<file path="src/hw/rtl/mscc_pkg.sv">
package mscc_pkg;

  localparam int SET_COUNT  = 64;
  localparam int LINE_WORDS = 4;
  localparam int ADDR_BITS  = 20;
  localparam int DATA_W     = 32;

  localparam int OFF_BITS   = $clog2(LINE_WORDS);
  localparam int IDX_BITS   = $clog2(SET_COUNT);
  localparam int TAG_BITS   = ADDR_BITS - OFF_BITS - IDX_BITS;
  localparam int WADDR_BITS = IDX_BITS + OFF_BITS;
  localparam int LEFT_BITS  = OFF_BITS + 1;
  localparam int PADDR_W    = 3;

  typedef logic [ADDR_BITS-1:0]  addr_t;
  typedef logic [DATA_W-1:0]     word_t;
  typedef logic [IDX_BITS-1:0]   idx_t;
  typedef logic [TAG_BITS-1:0]   tag_t;
  typedef logic [OFF_BITS-1:0]   off_t;
  typedef logic [WADDR_BITS-1:0] waddr_t;
  typedef logic [LEFT_BITS-1:0]  left_t;

  typedef enum logic [1:0] {
    MESI_I = 2'd0,
    MESI_S = 2'd1,
    MESI_E = 2'd2,
    MESI_M = 2'd3
  } mesi_e;

  typedef enum logic [1:0] {
    BUS_NONE  = 2'd0,
    BUS_RD    = 2'd1,
    BUS_RDX   = 2'd2,
    BUS_WRBK  = 2'd3
  } bus_cmd_e;

  typedef enum logic [1:0] {
    REQ_READ    = 2'd0,
    REQ_WRITE   = 2'd1,
    REQ_OBSERVE = 2'd2,
    REQ_TICK    = 2'd3
  } req_type_e;

  typedef enum logic [2:0] {
    ST_IDLE,
    ST_META,
    ST_WORD,
    ST_EXEC,
    ST_MERGE,
    ST_RESP
  } state_e;

  localparam logic [PADDR_W-1:0] REG_CORE_ID = PADDR_W'(0);

  typedef struct packed {
    logic capture;
    logic meta_rd;
    logic word_rd;
    logic exec;
    logic merge;
  } ctrl_cmd_t;

  typedef struct packed {
    logic need_merge;
  } dp_status_t;

  function automatic idx_t a_idx(addr_t a);
    return a[OFF_BITS +: IDX_BITS];
  endfunction

  function automatic tag_t a_tag(addr_t a);
    return a[ADDR_BITS-1 -: TAG_BITS];
  endfunction

  function automatic off_t a_off(addr_t a);
    return a[OFF_BITS-1:0];
  endfunction

endpackage

</file>
<file path="src/hw/rtl/mscc_ctrl.sv">
module mscc_ctrl (
  input  logic                   clk_i,
  input  logic                   rst_ni,
  input  logic                   in_valid_i,
  output logic                   in_ready_o,
  output logic                   out_valid_o,
  input  logic                   out_ready_i,
  input  mscc_pkg::dp_status_t   status_i,
  output mscc_pkg::ctrl_cmd_t    cmd_o
);
  import mscc_pkg::*;

  state_e state_q, state_d;

  always_ff @(posedge clk_i or negedge rst_ni) begin
    if (!rst_ni) begin
      state_q <= ST_IDLE;
    end else begin
      state_q <= state_d;
    end
  end

  always_comb begin
    state_d     = state_q;
    cmd_o       = '0;
    in_ready_o  = 1'b0;
    out_valid_o = 1'b0;
    unique case (state_q)
      ST_IDLE: begin
        in_ready_o = 1'b1;
        if (in_valid_i) begin
          cmd_o.capture = 1'b1;
          state_d       = ST_META;
        end
      end
      ST_META: begin
        cmd_o.meta_rd = 1'b1;
        state_d       = ST_WORD;
      end
      ST_WORD: begin
        cmd_o.word_rd = 1'b1;
        state_d       = ST_EXEC;
      end
      ST_EXEC: begin
        cmd_o.exec = 1'b1;
        state_d    = status_i.need_merge ? ST_MERGE : ST_RESP;
      end
      ST_MERGE: begin
        cmd_o.merge = 1'b1;
        state_d     = ST_RESP;
      end
      ST_RESP: begin
        out_valid_o = 1'b1;
        if (out_ready_i) begin
          state_d = ST_IDLE;
        end
      end
      default: state_d = ST_IDLE;
    endcase
  end

endmodule

</file>
<file path="config.mk">
export PLATFORM = sky130hd
export DESIGN_NAME = mscc_ctrl
export DESIGN_NICKNAME = d
export VERILOG_FILES = /design/src/hw/rtl/mscc_pkg.sv /design/src/hw/rtl/mscc_ctrl.sv
export SDC_FILE = /design/constraint.sdc
export NUM_CORES = 1
export LEC_CHECK = 0
export BUFFER_PORTS_ARGS = -buffer_cell sky130_fd_sc_hd__clkbuf_2
export CELL_PAD_IN_SITES_DETAIL_PLACEMENT = 0
export CELL_PAD_IN_SITES_GLOBAL_PLACEMENT = 1
export CORE_AREA = 8 8 45 47
export DETAILED_ROUTE_END_ITERATION = 12
export DIE_AREA = 0 0 53 55
export GPL_TIMING_DRIVEN = 0
export PLACE_DENSITY = 0.46
export SLEW_MARGIN = 20
export SYNTH_ARGS = -nofsm -noshare
export SYNTH_HDL_FRONTEND = slang
export SYNTH_SLANG_ARGS = --single-unit
</file>
<file path="constraint.sdc">
create_clock -name clk_i -period 1.05 [get_ports clk_i]
set_clock_uncertainty 0.1 [all_clocks]
set_input_delay 0.0525 -clock clk_i [delete_from_list [all_inputs] [get_ports clk_i]]
set_output_delay 0.0525 -clock clk_i [all_outputs]
set_load 0.02 [all_outputs]
</file>
Word level (Yosys, flattened, before mapping)
Cells that the tools add are included.
{"block": "op_classes", "n_reduce_logical": 2, "mux": 12, "n_eq_ne": 7}
{"operator": "$pmux W3 S6", "count": 1}
{"operator": "$mux W1", "count": 9}
{"operator": "$eq A3 B2 Y1 const B", "count": 2}
{"operator": "$eq A3 B3 Y1 const B", "count": 2}
{"operator": "$mux W3", "count": 2}
{"operator": "$ne A2 B2 Y1 const B", "count": 2}
{"operator": "$eq A3 B1 Y1 const B", "count": 1}
{"operator": "$logic_not A3 Y1", "count": 1}
{"operator": "$reduce_and A2 Y1", "count": 1}
{"block": "word_totals", "out_inout_bits": 7, "word_cells": 22, "in_bits": 5, "register_bits": 3}

Logic depth before layout (Yosys ltp)
Gate-level depths: netlist (run 1).
{"block": "logic_depth", "ltp_word": 3, "mapped_depth": 4, "mapped_depth_nobuf": 3}

Least setup slack after synthesis (run 1)
Ideal clock, no wire load.
{"block": "synth_timing", "path_kind": "register -> output", "from": "register state_q[2]", "to": "output port cmd_o[4] in the netlist's numbering", "n_path_buf": 1, "t_arrival_ns": 1.158, "t_required_ns": 0.897, "setup_slack_ns": -0.261, "path_stages_with_launch": 4, "cell_sequence": "dfrtp_1 -> buf_2 -> nor3_2 -> and2_1"}
{"item": "from (decl)", "line": "mscc_ctrl.sv:13", "source": "state_e state_q, state_d;"}
{"item": "from (signal assigned)", "line": "mscc_ctrl.sv:19", "source": "state_q <= state_d;"}
{"item": "to (decl)", "line": "mscc_ctrl.sv:9", "source": "output mscc_pkg::ctrl_cmd_t cmd_o"}

==> results.md, run 1 <==
* Area share of fa/ha/maj cells after synthesis at 0%
* DRC at 0
* Final wirelength at around 680 microns
* DR pass1 iterations at 2
* H-Tree Depth at 1
* Starting DRT DRC Count at 2
* Max Clk Rate at ~0.77 GHz
* Power Density at 3390 nW/um^2
* First-pass GRT wire length at between 1000 and 1500 microns
* Final #Nets at 50
* # setup viols final at 9
* Synthesized cell area at approximately 200 sq um
* Post-synthesis mux area share at 0%
* Critical Path Slowest Stage Cell: dfrtp_1
* Synth Register Bits at 3
* Worst slew pin tran at approximately 0.16 ns
* Antenna Diode Count at 0
* Share of cells above drive strength 1 at 72.73%
* Final ANT Viol Nets at 0
* Setup CP Type: flop to primary output
* Synth warnings at 0
* Period utilisation layout at 124.3%
* Core ar. at between 1000 and 1500 sq um
* Top Ports at 12
* RSZ-0062 raised after global routing: yes
* Sum of negative setup slack at -1.672 ns
* PortBufs at 11
* Finished Core Util at around 32%
* Post-synthesis average cell area at 8.704 sq um
* Vias in the first global route at 250
* Worst setup SP type: flop
* Reg2reg setup slack at -0.19 ns
* Root buffer cell: clkbuf_4
* Compound-gate portion of the synthesized area at 9.375%
* Post-layout min period at 1.305 ns
* Remaining Overflow, GRT at 0
* Area Growth Syn to Fin at 123.8%
* CTS Buf Count at 3
* Fill cell total of the finished layout at 157
* Final hold violations at 0
* Avg WL per Cell at 11.33 microns
* Pin count of the biggest net entering global routing at 8
* Post-synth cell types at 14
* Via/cell ratio at about 3.8
* Critical path peak fanout at 7
* Worst min path class: input pin to flop
* Relative slew margins at 89.16%
* Die area at 2915 sq um
* Sink Count at 3
* Largest family of logic cells by synthesized area: simple AND/OR/NAND/NOR gates
* Mapped Cells at 23
* Max Buffers Root-to-Sink at 2
* Routed vias at roughly 230
* CTS tree: done
* Leading registers by flop count: state_q (3)
* Top reg by flops: state_q
* Syn Nets at 28
* Slew Limit Fails at 0
* Crit Reg-Reg Startpoint: state_q[0]
* Total design power at about 1500 uW
* Row cnt at 14
* Leakage power at approximately 0.00022 uW
* Worst R2R End: state_q[0]
* Die Span X at between 50 and 60 microns
* Required @ worst endpoint at roughly 0.9 ns
* Max-cap violations at 0
* Antenna violations before repair at 0
* Launch point of the worst path: state_q[0]
* Initial Utilization at 14.47%
* Maximum vdd drop at approximately 0.0011 V
* Status: finished, violations left
* GRT Total Usage at under 10%
* Sequential area share after synthesis at a little under two fifths
* CP endpoint: cmd_o[4]
* Slowest cell delay on critical path at roughly 0.36 ns
* R2R cell count at 5
* Worst-skew pair later-pin latency at ~0.23 ns
* Final worst slack at -0.2554 ns
* Critical-path cell list: buf_6, nor3_4, and2_4, buf_8
* Arrival @ worst endpoint at ~1.2 ns
* Simple-Gate Fraction of Synth Area at 38.13%
* Violated checks: setup timing
* Max reg flops at 3
* Clock transition at path regs at 0.04 ns
* Worst setup EP type: primary output
* Die height at about 55 microns
* Final Wtd Congestion at roughly 0.6
* XOR/XNOR Fraction of Synth Area at between 4 and 5%
-- worst max-delay path: cells and delay by family (launching register included) --
kind          cells  cell delay, ns
flops             1            0.36
simple gates      2            0.32
buf+inv           2            0.24
-- worst min path at each step --
stage           startpoint    endpoint  slack [ns]  cells past startpoint
3_5_place_dp        rst_ni  state_q[1]       -0.25                      1
2_1_floorplan       rst_ni  state_q[0]       -0.34                      0
3_3_place_gp        rst_ni  state_q[1]       -0.25                      1
4_1_cts        out_ready_i  state_q[0]       0.005                      4
5_1_grt        out_ready_i  state_q[0]        0.01                      4
6_report       out_ready_i  state_q[0]       0.005                      4
-- per-stage QoR --
step / hold WS [ns] / instances / setup slack (ns) / instance area (sq um)
2_1_floorplan: -0.3431 / 23 / -0.1509 / 212.7
3_3_place_gp: -0.2502 / 50 / -0.1059 / 287.8
3_5_place_dp: -0.2481 / 50 / -0.1196 / 287.8
4_1_cts: 0.005330 / 60 / -0.2950 / 411.6
5_1_grt: 0.01311 / 60 / -0.3064 / 447.9
6_report: 0.005290 / 60 / -0.2554 / 447.9
-- what timing repair did --
action	CTS	global route
cloned	1	0
setup endpoints to repair	7	10
hold endpoints to repair	3	0
buffers inserted	5	1
hold buffers	1	0
gates resized for setup	17	13
pin swaps	3	5
-- Yosys cell counts --
master    n  area share, %
a211o_1   1            4.4
a21oi_1   1            2.5
and2_1    1            3.1
and3b_1   1            4.4
buf_2     2            5.0
buf_6     1            5.6
dfrtp_1   3             37
nand2_1   3            5.6
nand2b_1  1            3.1
nor2_1    3            5.6
nor3_2    1            5.0
nor3b_1   3             11
o21ai_0   1            2.5
xnor2_1   1            4.4
-- cells in the final DEF, fill, tap and decap left out, drive strengths merged --
cell         instances
a211o                1
a21oi                1
and2                 1
and3b                1
buf                 12
clkbuf              11
dfrtp                3
dlygate4sd3          1
nand2                3
nand2b               1
nor2                 3
nor3                 1
nor3b                3
o21ai                1
xnor2                1
-- where the power goes --
| part | switching [uW] | total [uW] | internal [uW] |
|---|---|---|---|
| logic | 507 | 1080 | 578 |
| clock network | 61.8 | 204 | 143 |
| registers | 55.2 | 230 | 174 |
| total | 624 | 1520 | 895 |
-- cell families after synthesis --
family / after synthesis
and+or+nand+nor: 13
AOI/OAI and AO/OA: 3
DFF: 3
buffers and inverters: 3
xor gates and xnor gates: 1
-- metal layers --
layer	track usage [%]	part of all wire [%]	up-vias
li1	-	-	118
met1	4.427	39	108
met2	8.203	61	3
met3	2.406	0.29	0
met4	7.759	0	0
met5	0	0	-
-- final cells by class --
class / count / area, sq um / area share (%)
buffer: 2 / 22.52 / 5.028
timing repair buffer: 18 / 148.9 / 33.24
tap: 16 / 20.02 / 4.469
sequential: 3 / 76.32 / 17.04
multi-input combinational: 17 / 153.9 / 34.36
clock buffer: 4 / 26.28 / 5.866
(Power assumes the default switching activity.)
==> run 2, diff against run 1 <==
- GPL_TIMING_DRIVEN: 0 -> default
==> run 2 against run 1 <==
Against the previous run: the flow still finishes with violations (setup timing); core utilization decreased by 5.3 points; register-to-register slack better by 0.02 ns; cell area down 16%; via count fell by 2.2%; sequential power is 31% higher; clock power down 2%; first-iteration DRC count fell by 50%; die area unchanged; sequential cell count unchanged; non-clock buffer count down 3; hold slack better by 0.010 ns.
==> results.md, run 2 (same netlist as run 1, synthesis figures left out) <==
* Die area at 2915 sq um (unchanged)
* Area Growth Syn to Fin at 86.88%
* Critical Path Slowest Stage Cell: dfrtp_2
* Total design power at 1234 uW (-19%)
* Routed vias at 224 (-2.2%)
* Critical path peak fanout at 6 (-1)
* Power Density at 3298 nW/um^2 (-2.7%)
* Initial Utilization at 14.47% (unchanged)
* Slew Limit Fails at 0 (unchanged)
* Vias in the first global route at 234 (-6.4%)
* Fill cell total of the finished layout at 156 (-0.64%)
* Arrival @ worst endpoint at 1.16 ns (about the same)
* Final hold violations at 0 (unchanged)
* Status: finished, violations left
* Critical-path cell list: nor3_4, and2_2, clkbuf_8
* Sum of negative setup slack at -1.708 ns (-0.03595 ns)
* Leakage power at 0.0001802 uW (-18%)
* Pre-CTS setup slack at -0.1289 ns (-0.009225 ns)
* Final wirelength at 589 microns (-13%)
* First-pass GRT wire length at 917 microns (-11%)
* Worst min path class: input pin to flop
* Pin count of the biggest net entering global routing at 9 (+1)
* Slowest cell delay on critical path at 0.44 ns (+0.08 ns)
* Final worst slack at -0.2671 ns (-0.01172 ns)
* Share of cells above drive strength 1 at 60.98% (-12 points)
* CTS tree: done
* Final #Nets at 47 (-6.0%)
* Period utilisation layout at 125.4% (+1.1 points)
* CP delay by family, top: flip-flops
* Root buffer cell: clkbuf_4
* Setup CP Type: flop to primary output
* Clock transition at path regs at 0.04 ns (about the same)
* Maximum vdd drop at 0.0007871 V (-26%)
* H-Tree Depth at 1 (unchanged)
* Sink Count at 3 (unchanged)
* Via/cell ratio at 3.930 (+3.0%)
* Worst slew pin tran at 0.1797 ns (+0.01715 ns)
* GRT Total Usage at 4.765% (-0.60 points)
* Row cnt at 14 (unchanged)
* Top reg by flops: state_q
* Final Wtd Congestion at 0.6884 (+12%)
* Violated checks: setup timing
* Max-cap violations at 0 (unchanged)
* CP Buf/Inv Count at 1 (-1)
* Max Buffers Root-to-Sink at 2 (unchanged)
* Worst-skew pair later-pin latency at 0.23 ns (about the same)
* Leading registers by flop count: state_q (3)
* Max reg flops at 3 (unchanged)
* Avg WL per Cell at 10.33 microns (-8.8%)
* Worst setup EP type: primary output
* Starting DRT DRC Count at 1 (-1)
* # setup viols final at 10 (+1)
* DRC at 0 (unchanged)
* Most common cell after layout, fill and taps aside: buf_4
* Relative slew margins at 87.99% (-1.2 points)
* Finished Core Util at 27.03% (-5.3 points)
* Commonest cells after routing, fill and taps aside: buf_4 (7), clkbuf_4 (6), clkbuf_2 (4)
* Remaining Overflow, GRT at 0 (unchanged)
* Multi-input gate area at 116.4 sq um (-24%)
* Top Ports at 12 (unchanged)
* Antenna violations before repair at 0 (unchanged)
* Die height at 55 microns (unchanged)
* Worst setup SP type: flop
* RSZ-0062 raised after global routing: yes
* Die Span X at 53 microns (unchanged)
* DR pass1 iterations at 4 (+2)
* Sequential cell area at 78.83 sq um (+3.3%)
* PortBufs at 11 (unchanged)
* Core ar. at 1384 sq um (unchanged)
* Max Clk Rate at 0.7592 GHz (-0.89%)
* Final ANT Viol Nets at 0 (unchanged)
* Required @ worst endpoint at 0.90 ns (about the same)
* CTS Buf Count at 3 (unchanged)
* Antenna Diode Count at 0 (unchanged)
* Post-layout min period at 1.317 ns (+0.01172 ns)
-- run 2: cell types whose count changed in the layout (fill, tap and decap cells not counted), sizes merged --
cell	before	now
clkbuf	11	13
buf	12	7
-- run 2: area by class of cell --
class,count,area share [%]
multi-input cells,17,31.10
flip-flops and latches,3,21.07
well taps,16,5.351
repair buffers,17,35.45
clock buffers,4,7.023
-- run 2: layer usage --
layer / track usage [%] / part of all wire (%)
met3: 2.139 / 4.2
met4: 6.466 / 0
met5: 0 / 0
met2: 8.203 / 60
met1: 3.364 / 35
-- run 2: where the power goes --
| group | internal [uW] | switching (uW) | total [uW] | leakage, uW |
|---|---|---|---|---|
| registers | 182 | 120 | 302 | 0.0000337 |
| clock network | 142 | 57.9 | 200 | 0.0000150 |
| logic | 394 | 338 | 732 | 0.000131 |
-- run 2: what timing repair did --
action	4_1_cts	5_1_grt
endpoints found under the hold margin	3	0
gates resized for setup	12	2
setup endpoints to repair	9	10
hold buffers	1	0
buffers inserted	4	0
-- run 2: final timing paths --
check	start	to	slack, ns	cells after the start
min	out_ready_i	state_q[0]	0.02	4
min reg2reg	state_q[2]	state_q[1]	0.55	2
max in group asynchronous	rst_ni	state_q[0]	0.67	2
max	state_q[2]	cmd_o[4]	-0.27	3
min in group asynchronous	rst_ni	state_q[2]	0.06	2
max reg2reg	state_q[0]	state_q[0]	-0.17	4
-- run 2: metrics by stage --
stage / instance area [sq um] / instances / hold WS (ns)
after CTS: 374.1 / 57 / 0.0008797
final: 374.1 / 57 / 0.01530
after detailed placement: 274.0 / 48 / -0.2502
after global routing: 374.1 / 57 / 0.04313
after global placement: 274.0 / 48 / -0.2491
after floorplan: 212.7 / 23 / -0.3431
-- run 2: tightest hold or removal path: stages --
cell	delay (ns)
clkbuf_2	0.08
a21oi_1	0.05
nand2_1	0.07
nand2_1	0.05
